<file path="config.mk">
export PLATFORM = sky130hd
export DESIGN_NAME = fuel_dispenser_controller_top
export DESIGN_NICKNAME = d
export VERILOG_FILES = /design/src/rtl/fdc_pkg.sv /design/src/rtl/fdc_cfg_regs.sv /design/src/rtl/fdc_core.sv /design/src/rtl/fuel_dispenser_controller_top.sv
export SDC_FILE = /design/constraint.sdc
export NUM_CORES = 1
export LEC_CHECK = 0
export BUFFER_PORTS_ARGS = -buffer_cell sky130_fd_sc_hd__buf_2
export CAP_MARGIN = 15
export CORE_UTILIZATION = 65
export CTS_CLUSTER_SIZE = 25
export DETAILED_ROUTE_END_ITERATION = 16
export GPL_ROUTABILITY_DRIVEN = 0
export PLACE_DENSITY = 0.86
export SYNTH_ARGS = -nofsm -noshare
export SYNTH_HDL_FRONTEND = slang
export SYNTH_SLANG_ARGS = --single-unit
</file>
<file path="constraint.sdc">
create_clock -name clk -period 7.18 [get_ports clk]
set_input_delay 1.436 -clock clk [delete_from_list [all_inputs] [get_ports clk]]
set_output_delay 1.436 -clock clk [all_outputs]
set_load 0.05 [all_outputs]
</file>
<file path="src/rtl/fdc_pkg.sv">
`timescale 1ns / 1ps
// ----------------------------------------------------------------------------
// Fuel dispenser controller package
// Shared types, event and phase codes, register indexes and field widths.
// ----------------------------------------------------------------------------
package fdc_pkg;

    // Default width of money values (prices, cash)
    localparam int MONEY_BITS_DEF = 16;

    // Fixed field widths
    localparam int REQ_W    = 4;
    localparam int CASH_W   = 16;
    localparam int PRICE_W  = 16;
    localparam int GAL_W    = 16;
    localparam int TOTAL_W  = 32;
    localparam int CHANGE_W = 16;

    // Configuration port
    localparam int CFG_IDX_W  = 1;
    localparam int CFG_DATA_W = PRICE_W;

    // Stream payload widths, padded to whole bytes
    localparam int IN_BITS   = REQ_W + CASH_W;
    localparam int IN_DATA_W = ((IN_BITS + 7) / 8) * 8;

    localparam logic [GAL_W-1:0]   GAL_MAX   = '1;
    localparam logic [TOTAL_W-1:0] TOTAL_MAX = '1;

    // Configuration register indexes
    typedef enum logic [CFG_IDX_W-1:0] {
        CFG_REG_REGULAR = 1'b0,
        CFG_REG_SUPER   = 1'b1
    } cfg_idx_t;

    // Event codes
    typedef enum logic [REQ_W-1:0] {
        REQ_ACTIVATE  = 4'd0,
        REQ_START     = 4'd1,
        REQ_CREDIT    = 4'd2,
        REQ_REJECT    = 4'd3,
        REQ_APPROVED  = 4'd4,
        REQ_CANCEL    = 4'd5,
        REQ_CASH      = 4'd6,
        REQ_REGULAR   = 4'd7,
        REQ_SUPER     = 4'd8,
        REQ_STARTPUMP = 4'd9,
        REQ_GALLON    = 4'd10,
        REQ_STOP      = 4'd11,
        REQ_NORECEIPT = 4'd12,
        REQ_RECEIPT   = 4'd13,
        REQ_OFF       = 4'd14
    } req_t;

    // Controller phases
    typedef enum logic [3:0] {
        PH_UNACT    = 4'd0,
        PH_IDLE     = 4'd1,
        PH_WELCOME  = 4'd2,
        PH_CHECK    = 4'd3,
        PH_SELECT   = 4'd4,
        PH_SELECTED = 4'd5,
        PH_PUMP     = 4'd6,
        PH_RECEIPT  = 4'd7,
        PH_OFF      = 4'd8
    } phase_t;

    // Result beat, last field (accepted) in the lowest bits
    typedef struct packed {
        logic                funds_exhausted;
        logic [CHANGE_W-1:0] change_returned;
        logic [TOTAL_W-1:0]  total_charge;
        logic [GAL_W-1:0]    gallons_pumped;
        phase_t              phase;
        logic                accepted;
    } result_t;

    localparam int OUT_BITS   = $bits(result_t);
    localparam int OUT_DATA_W = ((OUT_BITS + 7) / 8) * 8;

endpackage

</file>
<file path="src/rtl/fdc_cfg_regs.sv">
`timescale 1ns / 1ps
// ----------------------------------------------------------------------------
// Fuel dispenser price registers
// Holds the regular and super prices written over the configuration port.
// ----------------------------------------------------------------------------
module fdc_cfg_regs #(
    parameter int MONEY_BITS = fdc_pkg::MONEY_BITS_DEF
) (
    input  logic                            clk,
    input  logic                            rst_n,
    input  logic                            cfg_we,
    input  logic [fdc_pkg::CFG_IDX_W-1:0]   cfg_index,
    input  logic [fdc_pkg::CFG_DATA_W-1:0]  cfg_wdata,
    output logic [MONEY_BITS-1:0]           regular_price,
    output logic [MONEY_BITS-1:0]           super_price
);
    import fdc_pkg::*;

    logic [MONEY_BITS-1:0] regular_reg;
    logic [MONEY_BITS-1:0] super_reg;
    logic [MONEY_BITS-1:0] wdata_masked;

    // Prices are kept at money width
    assign wdata_masked = MONEY_BITS'(cfg_wdata);

    // Register write decode
    always_ff @(posedge clk or negedge rst_n)
    begin
        if (!rst_n)
        begin
            regular_reg <= '0;
            super_reg   <= '0;
        end
        else if (cfg_we)
        begin
            unique case (cfg_index)
                CFG_REG_REGULAR: regular_reg <= wdata_masked;
                CFG_REG_SUPER:   super_reg   <= wdata_masked;
                default:         regular_reg <= regular_reg;
            endcase
        end
    end

    assign regular_price = regular_reg;
    assign super_price   = super_reg;

endmodule

</file>
<file path="src/rtl/fdc_core.sv">
`timescale 1ns / 1ps
// ----------------------------------------------------------------------------
// Fuel dispenser event core
// Sale state registers and the combinational event update; produces the
// result of the event presented on its inputs and commits it on fire.
// ----------------------------------------------------------------------------
module fdc_core #(
    parameter int MONEY_BITS = fdc_pkg::MONEY_BITS_DEF
) (
    input  logic                        clk,
    input  logic                        rst_n,
    input  logic                        fire,
    input  logic [fdc_pkg::REQ_W-1:0]   req_type,
    input  logic [fdc_pkg::CASH_W-1:0]  cash_amount,
    input  logic [MONEY_BITS-1:0]       regular_price,
    input  logic [MONEY_BITS-1:0]       super_price,
    output fdc_pkg::result_t            result
);
    import fdc_pkg::*;

    localparam int SUM_W = TOTAL_W + 1;

    // Sale state
    phase_t                phase_reg,  phase_next;
    logic                  card_reg,   card_next;
    logic [MONEY_BITS-1:0] price_reg,  price_next;
    logic [GAL_W-1:0]      gal_reg,    gal_next;
    logic [TOTAL_W-1:0]    total_reg,  total_next;
    logic [MONEY_BITS-1:0] cash_reg,   cash_next;
    logic [MONEY_BITS-1:0] reg_latch_reg, reg_latch_next;
    logic [MONEY_BITS-1:0] sup_latch_reg, sup_latch_next;

    logic [MONEY_BITS-1:0] amt;
    logic [SUM_W-1:0]      sum;
    logic [SUM_W-1:0]      cash_ext;
    logic [SUM_W-1:0]      total_ext;
    logic [SUM_W-1:0]      diff;
    logic [CHANGE_W-1:0]   change_due;
    logic                  gallon_fits;
    logic                  ok;
    logic [CHANGE_W-1:0]   change;
    logic                  exhausted;

    assign amt       = MONEY_BITS'(cash_amount);
    assign total_ext = SUM_W'(total_reg);
    assign cash_ext  = SUM_W'(cash_reg);

    // Running total plus one more gallon, checked against cash held
    assign sum         = total_ext + SUM_W'(price_reg);
    assign gallon_fits = card_reg || (sum <= cash_ext);

    // Change owed when a cash sale stops
    assign diff       = cash_ext - total_ext;
    assign change_due = (!card_reg && (total_ext < cash_ext)) ? CHANGE_W'(diff) : '0;

    // Event decode and next state
    always_comb
    begin
        phase_next     = phase_reg;
        card_next      = card_reg;
        price_next     = price_reg;
        gal_next       = gal_reg;
        total_next     = total_reg;
        cash_next      = cash_reg;
        reg_latch_next = reg_latch_reg;
        sup_latch_next = sup_latch_reg;
        ok             = 1'b0;
        change         = '0;
        exhausted      = 1'b0;

        unique case (req_type)
            REQ_ACTIVATE:
            begin
                if (phase_reg == PH_UNACT && regular_price != '0 && super_price != '0)
                begin
                    reg_latch_next = regular_price;
                    sup_latch_next = super_price;
                    phase_next     = PH_IDLE;
                    ok             = 1'b1;
                end
            end
            REQ_START:
            begin
                if (phase_reg == PH_IDLE)
                begin
                    phase_next = PH_WELCOME;
                    ok         = 1'b1;
                end
            end
            REQ_CREDIT:
            begin
                if (phase_reg == PH_WELCOME)
                begin
                    phase_next = PH_CHECK;
                    ok         = 1'b1;
                end
            end
            REQ_REJECT:
            begin
                if (phase_reg == PH_CHECK)
                begin
                    phase_next = PH_IDLE;
                    ok         = 1'b1;
                end
            end
            REQ_APPROVED:
            begin
                if (phase_reg == PH_CHECK)
                begin
                    phase_next = PH_SELECT;
                    card_next  = 1'b1;
                    ok         = 1'b1;
                end
            end
            REQ_CANCEL:
            begin
                if (phase_reg == PH_SELECT)
                begin
                    phase_next = PH_IDLE;
                    if (!card_reg)
                    begin
                        change = CHANGE_W'(cash_reg);
                    end
                    ok = 1'b1;
                end
            end
            REQ_CASH:
            begin
                if (phase_reg == PH_WELCOME && amt != '0)
                begin
                    phase_next = PH_SELECT;
                    card_next  = 1'b0;
                    cash_next  = amt;
                    ok         = 1'b1;
                end
            end
            REQ_REGULAR, REQ_SUPER:
            begin
                if (phase_reg == PH_SELECT)
                begin
                    price_next = (req_type == REQ_REGULAR) ? reg_latch_reg : sup_latch_reg;
                    phase_next = PH_SELECTED;
                    ok         = 1'b1;
                end
            end
            REQ_STARTPUMP:
            begin
                if (phase_reg == PH_SELECTED)
                begin
                    phase_next = PH_PUMP;
                    gal_next   = '0;
                    total_next = '0;
                    ok         = 1'b1;
                end
            end
            REQ_GALLON:
            begin
                if (phase_reg == PH_PUMP)
                begin
                    if (gallon_fits)
                    begin
                        // count saturates: a gallon at the max is refused
                        if (gal_reg != GAL_MAX)
                        begin
                            gal_next   = gal_reg + 1'b1;
                            total_next = sum[TOTAL_W] ? TOTAL_MAX : sum[TOTAL_W-1:0];
                            ok         = 1'b1;
                        end
                    end
                    else
                    begin
                        phase_next = PH_RECEIPT;
                        change     = change_due;
                        exhausted  = 1'b1;
                        ok         = 1'b1;
                    end
                end
            end
            REQ_STOP:
            begin
                if (phase_reg == PH_PUMP)
                begin
                    phase_next = PH_RECEIPT;
                    change     = change_due;
                    ok         = 1'b1;
                end
            end
            REQ_NORECEIPT, REQ_RECEIPT:
            begin
                if (phase_reg == PH_RECEIPT)
                begin
                    phase_next = PH_IDLE;
                    ok         = 1'b1;
                end
            end
            REQ_OFF:
            begin
                if (phase_reg == PH_IDLE)
                begin
                    phase_next = PH_OFF;
                    ok         = 1'b1;
                end
            end
            default:
            begin
                ok = 1'b0;
            end
        endcase
    end

    // Result reflects the state after the event
    always_comb
    begin
        result.accepted        = ok;
        result.phase           = phase_next;
        result.gallons_pumped  = gal_next;
        result.total_charge    = total_next;
        result.change_returned = change;
        result.funds_exhausted = exhausted;
    end

    // State commit
    always_ff @(posedge clk or negedge rst_n)
    begin
        if (!rst_n)
        begin
            phase_reg     <= PH_UNACT;
            card_reg      <= 1'b0;
            price_reg     <= '0;
            gal_reg       <= '0;
            total_reg     <= '0;
            cash_reg      <= '0;
            reg_latch_reg <= '0;
            sup_latch_reg <= '0;
        end
        else if (fire)
        begin
            phase_reg     <= phase_next;
            card_reg      <= card_next;
            price_reg     <= price_next;
            gal_reg       <= gal_next;
            total_reg     <= total_next;
            cash_reg      <= cash_next;
            reg_latch_reg <= reg_latch_next;
            sup_latch_reg <= sup_latch_next;
        end
    end

endmodule

</file>
<file path="src/rtl/fuel_dispenser_controller_top.sv">
`timescale 1ns / 1ps
// ----------------------------------------------------------------------------
// Fuel dispenser controller
// Event-driven dispenser sale controller with stream in/out channels.
// ----------------------------------------------------------------------------
// Usage:
//   Events enter on the s_axis channel, one event per beat. Each event gives
//   exactly one result beat on m_axis: accept flag, phase, gallon count,
//   charge, change handed back and the out-of-funds flag.
//   Prices are written on the cfg port (index 0 regular, 1 super) while no
//   event is in flight; they are latched by the activate event.
// Timing:
//   An event is registered at the input, evaluated by the event core from
//   the input register and its result registered at the output. The input
//   register and the output register form a two-stage pipeline, so one
//   event per cycle is sustained while m_axis_tready stays high.
// Stall:
//   While m_axis_tready is low the output register holds its beat; the
//   input register fills and s_axis_tready drops until the result drains.
// Reset:
//   rst_n clears both pipeline stages, the prices and the sale state; the
//   controller starts unactivated.
// ----------------------------------------------------------------------------
module fuel_dispenser_controller_top #(
    parameter int MONEY_BITS = fdc_pkg::MONEY_BITS_DEF
) (
    input  logic                            clk,
    input  logic                            rst_n,
    // configuration write port
    input  logic                            cfg_we,
    input  logic [fdc_pkg::CFG_IDX_W-1:0]   cfg_index,
    input  logic [fdc_pkg::CFG_DATA_W-1:0]  cfg_wdata,
    // event input: [3:0] req_type, [19:4] cash_amount, rest zero
    input  logic                            s_axis_tvalid,
    output logic                            s_axis_tready,
    input  logic [fdc_pkg::IN_DATA_W-1:0]   s_axis_tdata,
    // result output: [0] accepted, [4:1] phase, [20:5] gallons_pumped,
    // [52:21] total_charge, [68:53] change_returned, [69] funds_exhausted
    output logic                            m_axis_tvalid,
    input  logic                            m_axis_tready,
    output logic [fdc_pkg::OUT_DATA_W-1:0]  m_axis_tdata
);
    import fdc_pkg::*;

    logic [MONEY_BITS-1:0] regular_price;
    logic [MONEY_BITS-1:0] super_price;

    logic              in_vld_reg;
    logic [REQ_W-1:0]  in_req_reg;
    logic [CASH_W-1:0] in_cash_reg;
    logic              out_vld_reg;
    result_t           out_reg;
    result_t           result;
    logic              advance;
    logic              fire;

    // Price registers
    fdc_cfg_regs #(
        .MONEY_BITS (MONEY_BITS)
    ) u_cfg_regs (
        .clk           (clk),
        .rst_n         (rst_n),
        .cfg_we        (cfg_we),
        .cfg_index     (cfg_index),
        .cfg_wdata     (cfg_wdata),
        .regular_price (regular_price),
        .super_price   (super_price)
    );

    // Pipeline flow control
    assign advance       = !out_vld_reg || m_axis_tready;
    assign fire          = in_vld_reg && advance;
    assign s_axis_tready = !in_vld_reg || advance;

    // Input stage
    always_ff @(posedge clk or negedge rst_n)
    begin
        if (!rst_n)
        begin
            in_vld_reg <= 1'b0;
        end
        else if (s_axis_tready)
        begin
            in_vld_reg <= s_axis_tvalid;
        end
    end

    always_ff @(posedge clk)
    begin
        if (s_axis_tready && s_axis_tvalid)
        begin
            in_req_reg  <= s_axis_tdata[REQ_W-1:0];
            in_cash_reg <= s_axis_tdata[REQ_W +: CASH_W];
        end
    end

    // Event core
    fdc_core #(
        .MONEY_BITS (MONEY_BITS)
    ) u_core (
        .clk           (clk),
        .rst_n         (rst_n),
        .fire          (fire),
        .req_type      (in_req_reg),
        .cash_amount   (in_cash_reg),
        .regular_price (regular_price),
        .super_price   (super_price),
        .result        (result)
    );

    // Output stage
    always_ff @(posedge clk or negedge rst_n)
    begin
        if (!rst_n)
        begin
            out_vld_reg <= 1'b0;
        end
        else if (advance)
        begin
            out_vld_reg <= in_vld_reg;
        end
    end

    always_ff @(posedge clk)
    begin
        if (fire)
        begin
            out_reg <= result;
        end
    end

    assign m_axis_tvalid = out_vld_reg;
    assign m_axis_tdata  = {{(OUT_DATA_W - OUT_BITS){1'b0}}, out_reg};

endmodule

</file>
==> results.sh, run 1 <==
export IMPL_outcome="finished clean"
export IMPL_slew_headroom=0.298
export IMPL_holdPathEnd="m_axis_tvalid"
export IMPL_track_usage=0.327
export IMPL_cts_sink_count=241
export IMPL_rsz0062_at_grt="no"
export IMPL_cts_buffer_depth=3
export IMPL_crit_top_cell="a21oi_1"
export IMPL_dieArea_um2=21800
export IMPL_slowest_stage="nor3_1"
export IMPL_yosys_top_cells_count="151 x dfrtp_1, 136 x nand2_1, 90 x edfxtp_1"
export IMPL_fin_crit_ns=6.23
export IMPL_clock_latency_ns=0.55
export IMPL_cts_made_buffers=25
export IMPL_synthFlopType="dfrtp_1"
export IMPL_reg2reg_slack_ns=0.95
export IMPL_cts_clk_slew_worst_paths_ns=0.07
export IMPL_n_antenna_cell=0
export IMPL_nets=1519
export IMPL_port_buffer_count=113
export IMPL_pwr_share_seq=0.461
export IMPL_hold_violations=0
export IMPL_powerDensity_nw_per_um2=238
export IMPL_io_pins=120
export IMPL_grt_max_degree=87
export IMPL_crit_family="simple AND/OR/NAND/NOR gates"
export IMPL_power_internal_mw=2.66
export IMPL_htree_levels=1
export IMPL_syn_inst=1329
export IMPL_fill_cells=1390
export IMPL_crit_required_ns=7.39
export IMPL_cts_root_buf="clkbuf_16"
export IMPL_worst_pin_slew_ns=1.05
export IMPL_p_total_mw=3.66
export IMPL_cp_num_buf_inv=2
export IMPL_peakVddDrop_mv=0.278
export IMPL_synthTopCellsByArea="dfrtp_1 27%, edfxtp_1 20%, mux2_2 6.6%"
export IMPL_fmax_ghz=0.161
export IMPL_vias=11400
export IMPL_sw_frac_of_total=0.272
export IMPL_yosysTopAreaCell="dfrtp_1"
export IMPL_avgSynthCellArea_um2=10.4
export IMPL_hpwl_mm=24.2
export IMPL_drt_total_wl_mm=34.8
export IMPL_wl_per_cell_um=20.5
export IMPL_p_leak_nw=7.00
export IMPL_fin_crit_sh=0.868
export IMPL_drv_cap=0
export IMPL_switchingPower_mw=0.994
export IMPL_syn_area_um2=13800
export IMPL_die_h_um=148
export IMPL_cts_tree="yes"
export IMPL_dp_cells=1649
export IMPL_grt_ovfl_total=0
export IMPL_largest_register_ffs=70
export IMPL_area_growth_syn_to_layout_pct=11.5
export IMPL_r2r_cells=22
export IMPL_seqCellArea_um2=6480
export IMPL_num_rows=52
export IMPL_grt_pass1_wl_mm=56.7
export IMPL_initial_core_util=0.673
export IMPL_maxSlewViolCount=0
export IMPL_cp_max_fo=29
export IMPL_tns_ns=0
export IMPL_comb_power_share=0.143
export IMPL_cts_resized_gates=0
export IMPL_via_per_inst=6.72
export IMPL_pwr_share_clk=0.396
export IMPL_ant_nets=0
export IMPL_antenna_found_initial=0
export IMPL_synth_warnings=0
export IMPL_setup_violations=0
export IMPL_start_kind="flip-flop"
export IMPL_synth_distinct_cells=80
export IMPL_die_w_um=148
export IMPL_yosysMostFrequentCell="dfrtp_1"
export IMPL_endpoint_kind="flip-flop"
export IMPL_critical_path_class="flip-flop to flip-flop"
export IMPL_min_delay_start="in_vld_reg"
export IMPL_fin_cells=1696
export IMPL_crit_chain="ha_1, inv_1, fa_1, nand2b_1, a21oi_1, o2111ai_1, nand2_1, a21o_1, a21oi_1, xnor2_1, ha_1, a21o_1, a21oi_1, nor2b_1, o2111ai_1, nand2_1, o211ai_1, nor4_1, a21oi_2, buf_4, nor3_1, o21ai_0"
export IMPL_postCtsSetupBuffers=0
export IMPL_arrival_ns=6.44
export IMPL_async_reset_ff_frac=0.627
export IMPL_max_stage_delay_ns=0.79
export IMPL_multi_input_area_um2=6770
export IMPL_synth_seq_area_share=0.470
export IMPL_reg2reg_to="m_axis_tdata[6]"
export IMPL_synth_edf_count=90
export IMPL_min_path_cells=1
export IMPL_core_um2=20500
export IMPL_synth_top_area_frac=0.274
export IMPL_firstDrtPassIters=6
export IMPL_r2r_start="u_core.total_reg[0]"
export IMPL_clock_skew_ns=0.0112
export IMPL_hp_class="flip-flop to flip-flop"
export IMPL_grt_pass1_vias=11100
export IMPL_drt_iter0_drc=1377
export IMPL_ys_ff_latch=241
export IMPL_post_route_drc_count=0
export IMPL_drive_above_1_share=0.190
export IMPL_holdBufCountCts=0
power by group through the flow:
stage               combinational, mW  clock (mW)  sequential (mW)
floorplan                       0.325           0             1.74
global placement                0.490           0             1.70
detailed placement              0.514           0             1.71
CTS                             0.522        1.46             1.69
global route                    0.572        1.51             1.70
finish                          0.523        1.45             1.69
area by class of cell:
type | instances | area share
flip-flops and latches | 241 | 0.421
clock inverters | 18 | 0.0181
clock buffers | 28 | 0.0420
inverters | 57 | 0.0140
repair buffers | 125 | 0.0428
multi-input cells | 957 | 0.440
well taps | 270 | 0.0220
worst max path at each step:
| stage | start | end | slack, ns | cells past startpoint |
|---|---|---|---|---|
| 3_5_place_dp | u_core.total_reg[0] | m_axis_tdata[6] | 1.25 | 22 |
| 4_1_cts | u_core.total_reg[0] | m_axis_tdata[6] | 1.17 | 22 |
| 5_1_grt | u_core.total_reg[0] | m_axis_tdata[6] | 0.46 | 22 |
| 2_1_floorplan | m_axis_tready | u_core.phase_reg[2] | 2.46 | 6 |
| 6_report | u_core.total_reg[0] | m_axis_tdata[6] | 0.95 | 22 |
| 3_3_place_gp | u_core.total_reg[0] | m_axis_tdata[6] | 1.42 | 22 |
per-stage QoR:
stage                     setup slack, ns  area (um2)   util  hold WS [ns]
after CTS                            1.17       15400  0.751         0.493
final                               0.951       15400  0.751         0.489
after detailed placement             1.25       14500  0.705         0.488
after global routing                0.457       15400  0.751         0.512
after global placement               1.42       14500  0.705         0.467
after floorplan                      2.46       13800      -         0.454
logic make-up (layout without fill, tap and decap cells):
logic type | count (synthesis) | count (layout) | synth area share
mux | 122 | 122 | 0.0958
other cells | 1 | 2 | 0.000272
buf+inv | 132 | 228 | 0.0402
simple gates | 412 | 412 | 0.147
fa+ha+maj | 66 | 66 | 0.0609
flops | 241 | 241 | 0.470
compound gates | 326 | 326 | 0.167
xor+xnor | 29 | 29 | 0.0184
layout by cell type, fill, tap and decap left out, types with 6 or more instances in the layout:
cell,instances
edfxtp_1,90
nor2b_1,10
a21o_1,23
and4_1,8
nor2_1,74
ha_1,64
dfrtp_1,151
mux2i_1,41
nand4_1,26
o22ai_1,16
clkbuf_16,25
a211oi_1,12
a31oi_1,10
buf_2,113
o311ai_0,6
nand2_1,136
nand3_1,39
and3_1,25
a22o_1,20
xor2_1,14
o2bb2ai_1,6
o211ai_1,22
a41oi_1,17
nor4_1,20
and2_1,10
buf_4,11
a21oi_1,53
inv_1,56
nand2b_1,17
o31ai_1,8
nor3_1,21
xnor2_1,15
mux2_2,81
a311oi_1,6
o21ai_0,63
bufinv_16,6
o21a_1,6
or3_1,7
per-layer routing:
layer	track usage	routed length (um)	vias up
li1	-	-	5120
met1	0.425	13600	5456
met2	0.525	16300	668
met3	0.0651	3100	153
met4	0.160	1750	0
met5	0	0	-
worst register-to-register path: cells and delay by family, from the launching register on:
family	cells	cell delay, ns
adders and majority gates	3	0.92
and+or+nand+nor	6	2.09
AOI/OAI and AO/OA	10	1.92
buffers and inverters	2	0.32
DFF	1	0.41
xor gates and xnor gates	1	0.21
Note: power is estimated with default switching activity, not from simulation.
==> run 2: changes to the inputs <==
CORE_UTILIZATION = 67   (was 65)
CTS_BUF_LIST = sky130_fd_sc_hd__clkbuf_8   (was unset)
PLACE_DENSITY = 0.88   (was 0.86)
==> run 2 against run 1 <==
Effect of this change: clock-buffer cell count is 17 higher; flip-flop and latch count stayed put; power is 6.8% lower; non-clock buffer count is 2 lower; sequential share of layout area is 0.39 points higher; hold slack better by 0.013 ns; critical path depth stayed put; routed wire length is 1.3% lower; setup slack worse by 0.097 ns; cell area is 0.92% lower; die area is 3.0% lower; critical path type unchanged; largest power group unchanged.
==> results.sh, run 2 (synthesis gave the netlist of run 1 again) <==
export IMPL_holdPathEnd="u_core.cash_reg[4]"
export IMPL_track_usage=0.327
export IMPL_io_pins=120
export IMPL_dieArea_um2=21200
export IMPL_grt_max_degree=82
export IMPL_multi_input_area_um2=6780
export IMPL_rsz0062_at_grt="no"
export IMPL_area_growth_syn_to_layout_pct=10.5
export IMPL_antenna_found_initial=1
export IMPL_endpoint_kind="flip-flop"
export IMPL_critical_path_class="flip-flop to flip-flop"
export IMPL_largest_register_ffs=70
export IMPL_hold_violations=0
export IMPL_firstDrtPassIters=8
export IMPL_final_cell_mix="151 x dfrtp_1, 136 x nand2_1, 113 x buf_2"
export IMPL_peakVddDrop_mv=0.188
export IMPL_clock_skew_ns=0.0210
export IMPL_met1_length_mm=13.6
export IMPL_n_antenna_cell=0
export IMPL_num_rows=52
export IMPL_arrival_ns=6.56
export IMPL_crit_required_ns=7.42
export IMPL_dr_wl_met3_mm=3.07
export IMPL_fin_crit_ns=6.33
export IMPL_initial_core_util=0.682
export IMPL_reg2reg_to="m_axis_tdata[41]"
export IMPL_holdBufCountCts=0
export IMPL_top_layer="met5"
export IMPL_r2r_cells=22
export IMPL_utilization=0.754
export IMPL_ant_nets=0
export IMPL_start_kind="flip-flop"
export IMPL_hpwl_mm=23.7
export IMPL_wl_met2_mm=16.4
export IMPL_final_common_cell="dfrtp_1"
export IMPL_fmax_ghz=0.158
export IMPL_reg2reg_slack_ns=0.85
export IMPL_drive_above_1_share=0.195
export IMPL_via_per_inst=6.63
export IMPL_cts_root_buf="clkbuf_8"
export IMPL_r2r_start="u_core.total_reg[0]"
export IMPL_drt_iter0_drc=1443
export IMPL_dp_cells=1647
export IMPL_die_w_um=146
export IMPL_grt_pass1_wl_mm=55.5
export IMPL_fin_cells=1720
export IMPL_core_um2=20200
export IMPL_maxSlewViolCount=0
export IMPL_htree_levels=2
export IMPL_cts_made_buffers=40
export IMPL_drv_cap=0
export IMPL_setup_violations=0
export IMPL_fin_crit_sh=0.881
export IMPL_cts_sink_count=241
export IMPL_grt_ovfl_total=0
export IMPL_grt_pass1_vias=11000
export IMPL_crit_path_start="u_core.total_reg[0]"
export IMPL_worst_pin_slew_ns=1.24
export IMPL_postCtsSetupBuffers=0
export IMPL_outcome="finished clean"
export IMPL_wl_per_cell_um=20.0
export IMPL_port_buffer_count=113
export IMPL_drt_total_wl_mm=34.3
export IMPL_cp_max_fo=16
export IMPL_min_path_cells=1
export IMPL_cts_tree="yes"
export IMPL_cts_resized_gates=0
export IMPL_post_route_drc_count=0
export IMPL_cts_buffer_depth=3
export IMPL_die_h_um=146
export IMPL_clock_latency_ns=0.55
export IMPL_min_delay_start="in_cash_reg[4]"
export IMPL_seqCellArea_um2=6480
export IMPL_fill_cells=1354
export IMPL_slew_headroom=0.172
export IMPL_p_leak_nw=6.99
export IMPL_hp_class="flip-flop to flip-flop"
export IMPL_tns_ns=0
export IMPL_cts_clk_slew_worst_paths_ns=0.06
export IMPL_vias=11400
export IMPL_powerDensity_nw_per_um2=224
export IMPL_nets=1532
[run 2: per-layer routing]
metal  vias to the layer above  GRT usage
met5                         -          0
met1                      5443      0.426
met3                       142     0.0718
li1                       5175          -
met4                         2      0.145
met2                       645      0.531
[run 2: worst max-delay path, cell delays in order (launching register included)]
cell and delay, ns:
dfrtp_1 0.41, ha_1 0.24, inv_1 0.07, fa_1 0.39, nand2b_1 0.18, a21oi_1 0.31
o2111ai_1 0.27, nand2_1 0.27, a21o_1 0.15, a21oi_1 0.07, xnor2_1 0.23, ha_1 0.29
a21o_1 0.18, a21oi_1 0.27, nor2b_1 0.19, o2111ai_1 0.11, nand2_1 0.12, o211ai_1 0.12
nor4_1 0.52, a21oi_2 0.35, buf_4 0.30, nor3_1 0.72, a211oi_1 0.24
[run 2: stage by stage]
stage               hold WS, ns  total power, mW  worst slack [ns]  instance area (um2)
floorplan                 0.454             2.07              2.46                13800
global placement          0.468             2.19              1.34                14400
detailed placement        0.489             2.22              1.20                14400
CTS                       0.506             3.42              1.11                15200
global route              0.523             3.55             0.550                15200
finish                    0.502             3.41             0.854                15200
[run 2: layout make-up]
| class | instances | area share |
|---|---|---|
| clock buffer | 45 | 0.0406 |
| clock inverter | 27 | 0.0114 |
| inverter | 57 | 0.0141 |
| multi-input combinational | 957 | 0.444 |
| sequential | 241 | 0.425 |
| tap | 270 | 0.0222 |
| timing repair buffer | 123 | 0.0423 |
[run 2: report_power, final]
part	switching, mW	internal [mW]	total, mW
sequential	0.106	1.58	1.69
combinational	0.317	0.207	0.524
clock	0.552	0.648	1.20
[run 2: worst max path at each step]
stage / endpoint / cells after the start
floorplan: u_core.phase_reg[2] / 6
global placement: m_axis_tdata[41] / 22
detailed placement: m_axis_tdata[41] / 22
CTS: m_axis_tdata[41] / 22
global route: m_axis_tdata[41] / 22
finish: m_axis_tdata[41] / 22
